File: src/sv/prdt_pkg.sv
// Package for the pending request dispatch table.
// Slot counts, chain geometry, item and result codes, and the structs passed
// between the top level and the slot cells. No dependencies.
package prdt_pkg;

   localparam int PENDING_SLOTS = 16;
   localparam int HANDLER_SLOTS = 16;

   // one cell per slot position; a cell may carry a pending entry, a handler
   // entry or both
   localparam int CHAIN_LEN = (PENDING_SLOTS > HANDLER_SLOTS) ? PENDING_SLOTS : HANDLER_SLOTS;
   localparam int IDX_W     = (CHAIN_LEN > 1) ? $clog2(CHAIN_LEN) : 1;

   localparam int ID_W    = 32;
   localparam int TYPE_W  = 32;
   localparam int SLOT_W  = 8;
   localparam int CSR_A_W = 8;

   localparam logic [CSR_A_W-1:0] CSR_ID_BASE    = CSR_A_W'(0);
   localparam logic [CSR_A_W-1:0] CSR_DEFAULT_EN = CSR_A_W'(1);

   typedef enum logic [1:0] {
      MODE_SEND_AUTO = 2'd0,
      MODE_SEND_ID   = 2'd1,
      MODE_RECEIVE   = 2'd2,
      MODE_REGISTER  = 2'd3
   } mode_type;

   typedef enum logic [2:0] {
      ST_OK      = 3'd0,
      ST_FULL    = 3'd1,
      ST_DUP     = 3'd2,
      ST_ZERO    = 3'd3,
      ST_REFUSED = 3'd4
   } status_type;

   typedef enum logic [1:0] {
      DK_DROP     = 2'd0,
      DK_RESOLVED = 2'd1,
      DK_HANDLER  = 2'd2,
      DK_DEFAULT  = 2'd3
   } kind_type;

   // search result accumulated as it travels down the chain
   typedef struct packed {
      logic             pend_hit;
      logic [IDX_W-1:0] pend_hit_idx;
      logic             pend_free;
      logic [IDX_W-1:0] pend_free_idx;
      logic             hdl_hit;
      logic [IDX_W-1:0] hdl_hit_idx;
      logic             hdl_free;
      logic [IDX_W-1:0] hdl_free_idx;
   } probe_type;

   // table update broadcast to all cells at the end of an item
   typedef struct packed {
      logic              pend_set;
      logic              pend_clr;
      logic [IDX_W-1:0]  pend_idx;
      logic [ID_W-1:0]   pend_id;
      logic              hdl_set;
      logic [IDX_W-1:0]  hdl_idx;
      logic [TYPE_W-1:0] hdl_type;
   } update_type;

endpackage

File: src/sv/prdt_cell.sv
// One slot cell of the pending request dispatch table.
// Holds one pending entry and one handler entry, merges its compare into the
// probe from its left neighbor and registers it. Depends on prdt_pkg.
module prdt_cell (
   input  logic                      clock,
   input  logic                      reset,
   input  logic [prdt_pkg::IDX_W-1:0] cell_index,
   input  logic                      has_pending,
   input  logic                      has_handler,
   input  logic [prdt_pkg::ID_W-1:0] key_id,
   input  logic [prdt_pkg::TYPE_W-1:0] key_type,
   input  prdt_pkg::probe_type       probe_in,
   input  prdt_pkg::update_type      update,
   output prdt_pkg::probe_type       probe_out
);
   import prdt_pkg::*;

   logic              pend_valid_ff;
   logic [ID_W-1:0]   pend_id_ff;
   logic              hdl_valid_ff;
   logic [TYPE_W-1:0] hdl_type_ff;
   probe_type         probe_ff;
   probe_type         probe_in_next;

   logic pend_sel;
   logic hdl_sel;

   assign pend_sel = has_pending && (update.pend_idx == cell_index);
   assign hdl_sel  = has_handler && (update.hdl_idx == cell_index);

   // lowest slot wins: only fill a field the left side has not found yet
   always_comb begin
      probe_in_next = probe_in;
      if (!probe_in.pend_hit && has_pending && pend_valid_ff && (pend_id_ff == key_id)) begin
         probe_in_next.pend_hit     = 1'b1;
         probe_in_next.pend_hit_idx = cell_index;
      end
      if (!probe_in.pend_free && has_pending && !pend_valid_ff) begin
         probe_in_next.pend_free     = 1'b1;
         probe_in_next.pend_free_idx = cell_index;
      end
      if (!probe_in.hdl_hit && has_handler && hdl_valid_ff && (hdl_type_ff == key_type)) begin
         probe_in_next.hdl_hit     = 1'b1;
         probe_in_next.hdl_hit_idx = cell_index;
      end
      if (!probe_in.hdl_free && has_handler && !hdl_valid_ff) begin
         probe_in_next.hdl_free     = 1'b1;
         probe_in_next.hdl_free_idx = cell_index;
      end
   end

   always_ff @(posedge clock) begin
      probe_ff <= probe_in_next;
   end

   always_ff @(posedge clock) begin
      if (reset) begin
         pend_valid_ff <= 1'b0;
         hdl_valid_ff  <= 1'b0;
      end else begin
         if (pend_sel && update.pend_set) begin
            pend_valid_ff <= 1'b1;
         end else if (pend_sel && update.pend_clr) begin
            pend_valid_ff <= 1'b0;
         end
         if (hdl_sel && update.hdl_set) begin
            hdl_valid_ff <= 1'b1;
         end
      end
   end

   always_ff @(posedge clock) begin
      if (pend_sel && update.pend_set) begin
         pend_id_ff <= update.pend_id;
      end
      if (hdl_sel && update.hdl_set) begin
         hdl_type_ff <= update.hdl_type;
      end
   end

   assign probe_out = probe_ff;

endmodule

File: src/sv/pending_request_dispatch_table.sv
// Top level of the pending request dispatch table: item control, counter,
// configuration registers and the row of slot cells.
// Depends on prdt_pkg and prdt_cell.
//
// Usage:
//   Input: drive req_* and raise start; the transaction is taken at an edge
//   where start is high and busy is low. busy stays high while the item runs.
//   Output: one result per item, shown on rsp_* for exactly one cycle with
//   rsp_valid high. The receiver cannot stall; it must take it then.
//   Config: csr_valid/csr_ready write channel, csr_index 0 loads the auto ID
//   counter (the ID base), index 1 sets the default handler enable; other
//   indexes are ignored. csr_ready is low while an item runs and while start
//   is high, so a CSR write never lands on the same edge as an item.
// Timing:
//   The search probe walks the cell row one cell per cycle while the item is
//   in S_SCAN; in S_DONE the item is decided and the tables are updated, and
//   the result strobes in the next cycle. A new item may be accepted in the
//   cycle the result is shown.
// Reset: synchronous, active high. Clears all valid bits, the counter, the
//   default enable and the control state. Stored IDs and types are not reset.
module pending_request_dispatch_table (
   input  logic                          clock,
   input  logic                          reset,
   input  logic                          start,
   output logic                          busy,
   input  logic [1:0]                    req_mode,
   input  logic [prdt_pkg::ID_W-1:0]     req_rid,
   input  logic [prdt_pkg::TYPE_W-1:0]   req_mtype,
   input  logic                          req_send_accepted,
   output logic                          rsp_valid,
   output logic [2:0]                    rsp_status,
   output logic [1:0]                    rsp_dispatch_kind,
   output logic [prdt_pkg::SLOT_W-1:0]   rsp_slot,
   output logic [prdt_pkg::ID_W-1:0]     rsp_rid_out,
   input  logic                          csr_valid,
   output logic                          csr_ready,
   input  logic [prdt_pkg::CSR_A_W-1:0]  csr_index,
   input  logic [31:0]                   csr_wdata
);
   import prdt_pkg::*;

   typedef enum logic [2:0] {
      S_IDLE = 3'b001,
      S_SCAN = 3'b010,
      S_DONE = 3'b100
   } state_type;

   state_type         state_ff, state_in;
   logic [IDX_W-1:0]  cnt_ff, cnt_in;

   // item captured at start
   logic [1:0]        mode_ff;
   logic [ID_W-1:0]   rid_ff;
   logic [TYPE_W-1:0] mtype_ff;
   logic              acc_ff;

   logic [ID_W-1:0]   next_auto_ff;
   logic              default_en_ff;

   logic              rsp_valid_ff;
   status_type        rsp_status_ff, rsp_status_in;
   kind_type          rsp_kind_ff, rsp_kind_in;
   logic [SLOT_W-1:0] rsp_slot_ff, rsp_slot_in;
   logic [ID_W-1:0]   rsp_id_ff, rsp_id_in;

   probe_type         chain [CHAIN_LEN+1];
   probe_type         probe;
   update_type        decide;
   update_type        update;
   logic              auto_adv;
   logic              accept;
   logic              csr_write;

   assign accept    = start && (state_ff == S_IDLE);
   assign busy      = (state_ff != S_IDLE);
   assign csr_ready = !busy && !start;
   assign csr_write = csr_valid && csr_ready;

   // ---------------------------------------------------------------------
   // Cell row. chain[0] is the empty probe; chain[CHAIN_LEN] is the answer
   // once the probe has passed the register of every cell with stable keys.
   // ---------------------------------------------------------------------
   assign chain[0] = '0;
   assign probe    = chain[CHAIN_LEN];

   for (genvar gi = 0; gi < CHAIN_LEN; gi++) begin : g_cell
      prdt_cell u_cell (
         .clock       (clock),
         .reset       (reset),
         .cell_index  (IDX_W'(gi)),
         .has_pending (gi < PENDING_SLOTS),
         .has_handler (gi < HANDLER_SLOTS),
         .key_id      (rid_ff),
         .key_type    (mtype_ff),
         .probe_in    (chain[gi]),
         .update      (update),
         .probe_out   (chain[gi+1])
      );
   end

   // ---------------------------------------------------------------------
   // Sequencer
   // ---------------------------------------------------------------------
   always_comb begin
      state_in = state_ff;
      cnt_in   = cnt_ff;
      unique case (state_ff)
         S_IDLE: begin
            if (start) begin
               state_in = S_SCAN;
               cnt_in   = '0;
            end
         end
         S_SCAN: begin
            if (cnt_ff == IDX_W'(CHAIN_LEN - 1)) begin
               state_in = S_DONE;
            end else begin
               cnt_in = cnt_ff + 1'b1;
            end
         end
         S_DONE: begin
            state_in = S_IDLE;
         end
         default: begin
            state_in = S_IDLE;
         end
      endcase
   end

   // ---------------------------------------------------------------------
   // Decision on the finished probe
   // ---------------------------------------------------------------------
   always_comb begin
      decide        = '0;
      auto_adv      = 1'b0;
      rsp_status_in = ST_OK;
      rsp_kind_in   = DK_DROP;
      rsp_slot_in   = '0;
      rsp_id_in     = '0;
      unique case (mode_type'(mode_ff))
         MODE_SEND_AUTO: begin
            if (!probe.pend_free) begin
               rsp_status_in = ST_FULL;
            end else begin
               auto_adv = 1'b1;   // counter moves even if the send is refused
               if (!acc_ff) begin
                  rsp_status_in = ST_REFUSED;
               end else begin
                  decide.pend_set = 1'b1;
                  decide.pend_idx = probe.pend_free_idx;
                  decide.pend_id  = next_auto_ff;
                  rsp_slot_in     = SLOT_W'(probe.pend_free_idx);
                  rsp_id_in       = next_auto_ff;
               end
            end
         end
         MODE_SEND_ID: begin
            priority if (rid_ff == '0) begin
               rsp_status_in = ST_ZERO;
            end else if (probe.pend_hit) begin
               rsp_status_in = ST_DUP;
            end else if (!probe.pend_free) begin
               rsp_status_in = ST_FULL;
            end else if (!acc_ff) begin
               rsp_status_in = ST_REFUSED;
            end else begin
               decide.pend_set = 1'b1;
               decide.pend_idx = probe.pend_free_idx;
               decide.pend_id  = rid_ff;
               rsp_slot_in     = SLOT_W'(probe.pend_free_idx);
               rsp_id_in       = rid_ff;
            end
         end
         MODE_RECEIVE: begin
            priority if (probe.pend_hit) begin
               decide.pend_clr = 1'b1;
               decide.pend_idx = probe.pend_hit_idx;
               rsp_kind_in     = DK_RESOLVED;
               rsp_slot_in     = SLOT_W'(probe.pend_hit_idx);
               rsp_id_in       = rid_ff;
            end else if (probe.hdl_hit) begin
               rsp_kind_in = DK_HANDLER;
               rsp_slot_in = SLOT_W'(probe.hdl_hit_idx);
            end else if (default_en_ff) begin
               rsp_kind_in = DK_DEFAULT;
            end else begin
               rsp_kind_in = DK_DROP;
            end
         end
         MODE_REGISTER: begin
            priority if (probe.hdl_hit) begin
               rsp_slot_in = SLOT_W'(probe.hdl_hit_idx);
            end else if (probe.hdl_free) begin
               decide.hdl_set  = 1'b1;
               decide.hdl_idx  = probe.hdl_free_idx;
               decide.hdl_type = mtype_ff;
               rsp_slot_in     = SLOT_W'(probe.hdl_free_idx);
            end else begin
               rsp_status_in = ST_FULL;
            end
         end
         default: begin
            rsp_status_in = ST_OK;
         end
      endcase
   end

   // tables change only in the decide cycle
   always_comb begin
      update = decide;
      if (state_ff != S_DONE) begin
         update.pend_set = 1'b0;
         update.pend_clr = 1'b0;
         update.hdl_set  = 1'b0;
      end
   end

   // ---------------------------------------------------------------------
   // Registers
   // ---------------------------------------------------------------------
   always_ff @(posedge clock) begin
      if (reset) begin
         state_ff      <= S_IDLE;
         cnt_ff        <= '0;
         rsp_valid_ff  <= 1'b0;
         next_auto_ff  <= '0;
         default_en_ff <= 1'b0;
      end else begin
         state_ff     <= state_in;
         cnt_ff       <= cnt_in;
         rsp_valid_ff <= (state_ff == S_DONE);
         if (csr_write && (csr_index == CSR_ID_BASE)) begin
            next_auto_ff <= csr_wdata;
         end else if ((state_ff == S_DONE) && auto_adv) begin
            next_auto_ff <= next_auto_ff + 1'b1;
         end
         if (csr_write && (csr_index == CSR_DEFAULT_EN)) begin
            default_en_ff <= csr_wdata[0];
         end
      end
   end

   always_ff @(posedge clock) begin
      if (accept) begin
         mode_ff  <= req_mode;
         rid_ff   <= req_rid;
         mtype_ff <= req_mtype;
         acc_ff   <= req_send_accepted;
      end
      if (state_ff == S_DONE) begin
         rsp_status_ff <= rsp_status_in;
         rsp_kind_ff   <= rsp_kind_in;
         rsp_slot_ff   <= rsp_slot_in;
         rsp_id_ff     <= rsp_id_in;
      end
   end

   assign rsp_valid         = rsp_valid_ff;
   assign rsp_status        = rsp_status_ff;
   assign rsp_dispatch_kind = rsp_kind_ff;
   assign rsp_slot          = rsp_slot_ff;
   assign rsp_rid_out       = rsp_id_ff;

   // ---------------------------------------------------------------------
   // Assertions
   // ---------------------------------------------------------------------
   a_rsp_after_done: assert property (@(posedge clock) disable iff (reset)
      rsp_valid_ff |-> $past(state_ff == S_DONE))
      else $error("result strobe without a decide cycle");

   a_keys_stable: assert property (@(posedge clock) disable iff (reset)
      (state_ff == S_SCAN) |=> $stable(rid_ff) && $stable(mtype_ff))
      else $error("search keys changed during the scan");

   a_one_pend_op: assert property (@(posedge clock) disable iff (reset)
      !(update.pend_set && update.pend_clr))
      else $error("pending slot set and cleared together");

   a_pend_idx_range: assert property (@(posedge clock) disable iff (reset)
      (update.pend_set || update.pend_clr) |-> (update.pend_idx <= IDX_W'(PENDING_SLOTS - 1)))
      else $error("pending update beyond the table");

   a_counter_step: assert property (@(posedge clock) disable iff (reset)
      ((state_ff == S_DONE) && auto_adv) |=> (next_auto_ff == $past(next_auto_ff) + 1'b1))
      else $error("auto ID counter did not advance by one");

endmodule
File: config.mk
export PLATFORM = sky130hd
export DESIGN_NAME = pending_request_dispatch_table
export DESIGN_NICKNAME = d
export VERILOG_FILES = /design/src/sv/prdt_pkg.sv /design/src/sv/prdt_cell.sv /design/src/sv/pending_request_dispatch_table.sv
export SDC_FILE = /design/constraint.sdc
export NUM_CORES = 2
export LEC_CHECK = 0
export ABC_CLOCK_PERIOD_IN_PS = 5900
export BUFFER_PORTS_ARGS = -buffer_cell sky130_fd_sc_hd__buf_4
export CORE_ASPECT_RATIO = 1.4
export CORE_UTILIZATION = 35
export CTS_BUF_LIST = sky130_fd_sc_hd__clkbuf_4 sky130_fd_sc_hd__clkbuf_8
export CTS_CLUSTER_SIZE = 25
export DETAILED_ROUTE_END_ITERATION = 10
export REMOVE_ABC_BUFFERS = 1
export SETUP_SLACK_MARGIN = 0.4
export SLEW_MARGIN = 10
export SYNTH_ARGS = -nofsm -noshare
export SYNTH_HDL_FRONTEND = slang
export SYNTH_SLANG_ARGS = --single-unit
File: constraint.sdc
create_clock -name clock -period 5.9 [get_ports clock]
set_input_delay 0.59 -clock clock [delete_from_list [all_inputs] [get_ports clock]]
set_output_delay 0.59 -clock clock [all_outputs]
set_load 0.05 [all_outputs]
Word level (Yosys, flattened, before mapping)
Index checks and enable logic that the tools add are counted.
- muxes and demuxes: 93
- bitwise gates (word level): 1
- add/sub/neg operators: 2
- equality and inequality tests: 75
- reduce and logical (&&, ||, !) cells: 264
- operator list (operator ; number):
    32-bit == test ; 32
    32-bit 2-to-1 mux ; 9
    36-bit 2-to-1 mux ; 6
    1-bit logical AND ; 146
    37-bit 2-to-1 mux ; 3
    32-bit case mux with 3 select lines ; 1
    1-bit zero test ; 92
    4-bit == test, second input constant ; 17
    32-bit case mux with 2 select lines ; 1
    1-bit 2-to-1 mux ; 43
    2-bit nonzero test ; 18
    32-bit by 1-bit adder with 32-bit output, second input constant ; 1
    4-bit by 3-bit == test with 1-bit output, second input constant ; 8
    32-bit zero test ; 1
    4-bit 2-to-1 mux ; 8
    8-bit case mux with 4 select lines ; 1
    5-bit 2-to-1 mux ; 5
    3-bit 2-to-1 mux ; 6
    4-bit by 2-bit == test with 1-bit output, second input constant ; 4
    8-bit 2-to-1 mux ; 2
    4-bit case mux with 3 select lines ; 1
    3-bit case mux with 3 select lines ; 1
    4-bit by 1-bit == test with 1-bit output, second input constant ; 2
    8-bit by 1-bit == test with 1-bit output, second input constant ; 1
    20 further kinds ; 26
- logic and storage cells: 641
- register bits: 1529
- output and inout port bits: 48
- input port bits: 111

Logic depth before layout (Yosys ltp)
- depth after elaboration: 9
- mapped depth: 9

Cells and area by module
A second synthesis with hierarchy kept.
- cell total of the unflattened synthesis: 4056
- area total of the unflattened synthesis: 62213.4 um^2
- by module, submodules not included (module ; area an instance (um^2) ; instances ; cells an instance):
    prdt_cell ; 3460.8 ; 16 ; 218
    pending_request_dispatch_table ; 6840.3 ; 1 ; 568

Worst setup path before layout
No wires, ideal clock.
- kind: reg2reg
- from: register state_ff[2]
- to: register g_cell[0].u_cell.hdl_type_ff[0] (enable)
- buffers on the path: 1
- stages on the path, launching flop included: 6
- arrival time: 5.153 ns
- setup slack: 0.230 ns
- period minus slack after synthesis: 5.670 ns
- required time: 5.383 ns
- cells stage by stage: dfxtp_1 -> or3b_1 -> buf_6 -> clkinv_1 -> nand2_1 -> nor4b_1
- word-level cells in the longest chain between the ends: 3
- RTL lines (element ; line ; source):
    start, declared ; pending_request_dispatch_table.sv:48 ; state_type state_ff, state_in;
    start signal, assigned ; pending_request_dispatch_table.sv:229 ; state_ff <= state_in;
    3-bit inequality test ; pending_request_dispatch_table.sv:211 ; if (state_ff != S_DONE) begin
    1-bit 2-to-1 mux ; pending_request_dispatch_table.sv:211 ;
    1-bit logical AND ; prdt_cell.sv:76 ; if (hdl_sel && update.hdl_set) begin
    end signal, assigned ; prdt_cell.sv:77 ; hdl_type_ff <= update.hdl_type;
    end, declared ; prdt_cell.sv:21 ; logic [TYPE_W-1:0] hdl_type_ff;
No other way between the ends.
A chain may end at the register's enable or synchronous reset.

Final worst setup path
- from: register rid_ff[31]
- to: register g_cell[1].u_cell.pend_id_ff[22] (enable)
- word-level cells in the longest chain between the ends: 5
- elaborated cells between the ends (all ways): 8
- RTL lines (element ; line ; source):
    start, declared ; pending_request_dispatch_table.sv:53 ; logic [ID_W-1:0] rid_ff;
    start signal, assigned ; pending_request_dispatch_table.sv:246 ; rid_ff <= req_rid;
    32-bit zero test (*) ; pending_request_dispatch_table.sv:158 ; priority if (rid_ff == '0) begin
    36-bit 2-to-1 mux / 1-bit 2-to-1 mux (equally long branches) ; pending_request_dispatch_table.sv:158 ;
    4-bit case mux with 3 select lines / 1-bit case mux with 2 select lines (equally long branches) ; pending_request_dispatch_table.sv:140 ; unique case (mode_type'(mode_ff))
    4-bit by 1-bit == test with 1-bit output / 2-bit 2-to-1 mux (equally long branches) ; prdt_cell.sv:28, pending_request_dispatch_table.sv:211 ;
    1-bit logical AND (*) ; prdt_cell.sv:73 ; if (pend_sel && update.pend_set) begin
    end signal, assigned ; prdt_cell.sv:74 ; pend_id_ff <= update.pend_id;
    end, declared ; prdt_cell.sv:19 ; logic [ID_W-1:0] pend_id_ff;
Every way passes the cells marked *; elsewhere a longest branch is shown, timed or not.

==> impl_metrics.env <==
export IMPL_status="finished, final reports clean"
export IMPL_grt_first_pass_wirelength_um=262000
export IMPL_critPathCaptureType="register"
export IMPL_period_needed_ps=4390
export IMPL_intPower_mw=16.5
export IMPL_required_ps=6510
export IMPL_finalHoldViolCount=0
export IMPL_final_max_slew_viol_count=0
export IMPL_pwr_share_comb_pct=6.4
export IMPL_setup_violations_final=0
export IMPL_place_congestion=0.910
export IMPL_clockRootBuffer="clkbuf_8"
export IMPL_cts_made_buffers=226
export IMPL_clk_pin_slew_ps=70
export IMPL_postSynthAreaPerCell_um2=14.9
export IMPL_nets=4425
export IMPL_cp_buffers_inverters=3
export IMPL_ys_ff_latch=1465
export IMPL_ff_latch_area_um2=40700
export IMPL_irDropWorstVdd_mv=0.241
export IMPL_yosysMostFrequentCell="edfxtp_1"
export IMPL_start_util_pct=35.4
export IMPL_coreArea_um2=163000
export IMPL_synth_flop_cell="edfxtp_1"
export IMPL_post_cts_buffers=0
export IMPL_die_height_um=482
export IMPL_cap_violations=0
export IMPL_synth_cell_types=72
export IMPL_switching_share_pct=23.5
export IMPL_grt_pass1_vias=34500
export IMPL_maxSlewHeadroom_pct=16.3
export IMPL_die_w_um=345
export IMPL_via_count=34800
export IMPL_wl_um=191000
export IMPL_instances_no_fill=6627
export IMPL_multi_input_area_um2=16300
export IMPL_max_stage_delay_ps=660
export IMPL_io_buffers=154
export IMPL_setup_slack_ps=1510
export IMPL_clock_skew_final_ps=80.3
export IMPL_htreeDepth=4
export IMPL_pre_cts_ws_ps=1640
export IMPL_synth_top_area_share_pct=59.0
export IMPL_worst_slew_pin_slew_ps=1260
export IMPL_utilization_pct=41.7
export IMPL_rows=175
export IMPL_arrival_ps=5000
export IMPL_io_pins=159
export IMPL_dr_pass1_iters=6
export IMPL_clockPowerShare_pct=41.9
export IMPL_ant_nets=0
export IMPL_p_switching_mw=5.08
export IMPL_async_reset_ff_share_pct=0
export IMPL_synth_warnings=0
export IMPL_syn_area_um2=57600
export IMPL_nFillCells=15000
export IMPL_seq_area_frac_synth_pct=70.6
export IMPL_drc=0
export IMPL_powerDensity_nw_per_um2=318
export IMPL_min_path_type="in -> reg"
export IMPL_area_delta_synth_final_pct=17.9
export IMPL_critPathKind="reg -> reg"
export IMPL_finalSetupTns_ps=0
export IMPL_drtIter0Drc=3797
export IMPL_placed_cells=6109
export IMPL_power_leakage_nw=22.7
export IMPL_clk_latency_ps=970
export IMPL_critPathLaunchType="register"
export IMPL_die_area_um2=166000
export IMPL_clock_fmax_ghz=0.228
export IMPL_clk_path_buf_depth=3
export IMPL_crit_chain="buf_4 -> nor4_1 -> nand4_1 -> o21ai_0 -> mux2i_1 -> nand4b_1 -> inv_1 -> buf_4"
export IMPL_grt_overflow=0
export IMPL_netlist_instances=3856
export IMPL_yosysTopAreaCell="edfxtp_1"
export IMPL_antenna_found_initial=16
export IMPL_cp_max_fo=19
export IMPL_hpwl_um=123000
export IMPL_rsz0062_at_grt="no"
export IMPL_synth_area_top_cells="edfxtp_1, xnor2_1, dfxtp_1"
export IMPL_avgRoutedWirePerCell_um=28.8
export IMPL_synth_edf_count=1132
export IMPL_drive_gt1_share_pct=17.8
export IMPL_crit_top_cell="buf_4"
export IMPL_grt_max_degree=60
export IMPL_p_seq_share_pct=51.7
export IMPL_cts_tree="done"
export IMPL_synthTopCellsByCount="edfxtp_1, xnor2_1, dfxtp_1"
export IMPL_fin_crit_sh_pct=74.4
export IMPL_holdWs_ps=160
export IMPL_routed_via_density=5.26
export IMPL_crit_family="buffers and inverters"
export IMPL_cp_slowest_cell="inv_1"
export IMPL_clkSinkCount=1465
export IMPL_track_usage_pct=22.8
layout make-up:
cell class / instances / area share, %
well taps: 2124 / 3.91
clock buffers: 334 / 6.13
diodes: 3 / 0.0111
multi-input cells: 2180 / 24.0
repair buffers: 405 / 4.84
flip-flops and latches: 1465 / 59.9
clock inverters: 82 / 1.04
inverters: 34 / 0.188
power groups by stage:
stage                     sequential [mW]  clock, mW  combinational [mW]
after floorplan                      11.5          0               0.483
after global placement               11.4          0                1.29
after detailed placement             11.4          0                1.30
after CTS                            11.2       9.17                1.36
after global routing                 11.2       9.61                1.41
final                                11.2       9.05                1.37
worst reg2reg max path, cell delays in order (launching register included):
cell	delay [ps]
edfxtp_1	360
buf_4	300
nor4_1	610
nand4_1	410
o21ai_0	540
mux2i_1	500
nand4b_1	230
inv_1	660
buf_4	410
layout by cell type (no fill, tap or decap), types with 99 or more instances in the layout:
cell and count:
buf_4 306, clkbuf_8 265, dfxtp_1 333, dlygate4sd3_1 99, edfxtp_1 1132, nand2b_1 117
nand4_1 227, nor2_1 124, xnor2_1 834, xor2_1 201
what timing repair did:
item / CTS / global route
hold endpoints to repair: 100 / 0
endpoints found under the setup margin: 0 / 0
hold buffers: 99 / 0
gates resized for setup: 0 / 0
metal layers:
metal,vias up,share of wire [%],track usage (%)
met4,20,5.3,11.0
li1,14800,-,-
met5,-,0.065,0
met2,1792,49,38.8
met1,17700,37,27.1
met3,468,8.7,5.00
registers in the layout (all words and copies together) (netlist names):
| register | cells |
|---|---|
| mode_ff | 2 |
| g_cell.u_cell.hdl_type_ff | 512 |
| mtype_ff | 32 |
| rsp_status | 3 |
| g_cell.u_cell.pend_id_ff | 512 |
| rsp_valid | 1 |
| state_ff | 3 |
| rid_ff | 32 |
| rsp_rid_out | 32 |
| g_cell.u_cell.pend_valid_ff | 16 |
| default_en_ff | 1 |
| cnt_ff | 4 |
| next_auto_ff | 32 |
| g_cell.u_cell.probe_out | 260 |
| acc_ff | 1 |
| rsp_slot | 4 |
| rsp_dispatch_kind | 2 |
| g_cell.u_cell.hdl_valid_ff | 16 |
logic make-up after synthesis:
kind of cell,Yosys count,share of synthesized area [%]
flip-flops,1465,70.6
XOR/XNOR,1035,15.7
AND/OR/NAND/NOR,934,9.42
buffers and inverters,214,1.55
AO/OA/AOI/OAI,201,2.60
multiplexers,4,0.0717
adder cells (fa/ha/maj),2,0.0434
other,1,0.00651
worst paths after layout:
check / endpoint / startpoint / cells past startpoint / slack [ps]
hold reg to reg: g_cell[14].u_cell.probe_out[13] / g_cell[13].u_cell.probe_out[13] / 1 / 330
hold / removal: next_auto_ff[31] / csr_wdata[31] / 3 / 160
setup / recovery: g_cell[1].u_cell.pend_id_ff[22] / rid_ff[31] / 8 / 1510
setup reg to reg: g_cell[1].u_cell.pend_id_ff[22] / rid_ff[31] / 8 / 1510
metrics by stage:
stage,area (um^2),total power [mW]
after detailed placement,62000,12.7
after global placement,62000,12.7
after global routing,67900,22.2
after floorplan,56900,12.0
after CTS,67900,21.7
final,67900,21.6
(Power assumes the default switching activity.)
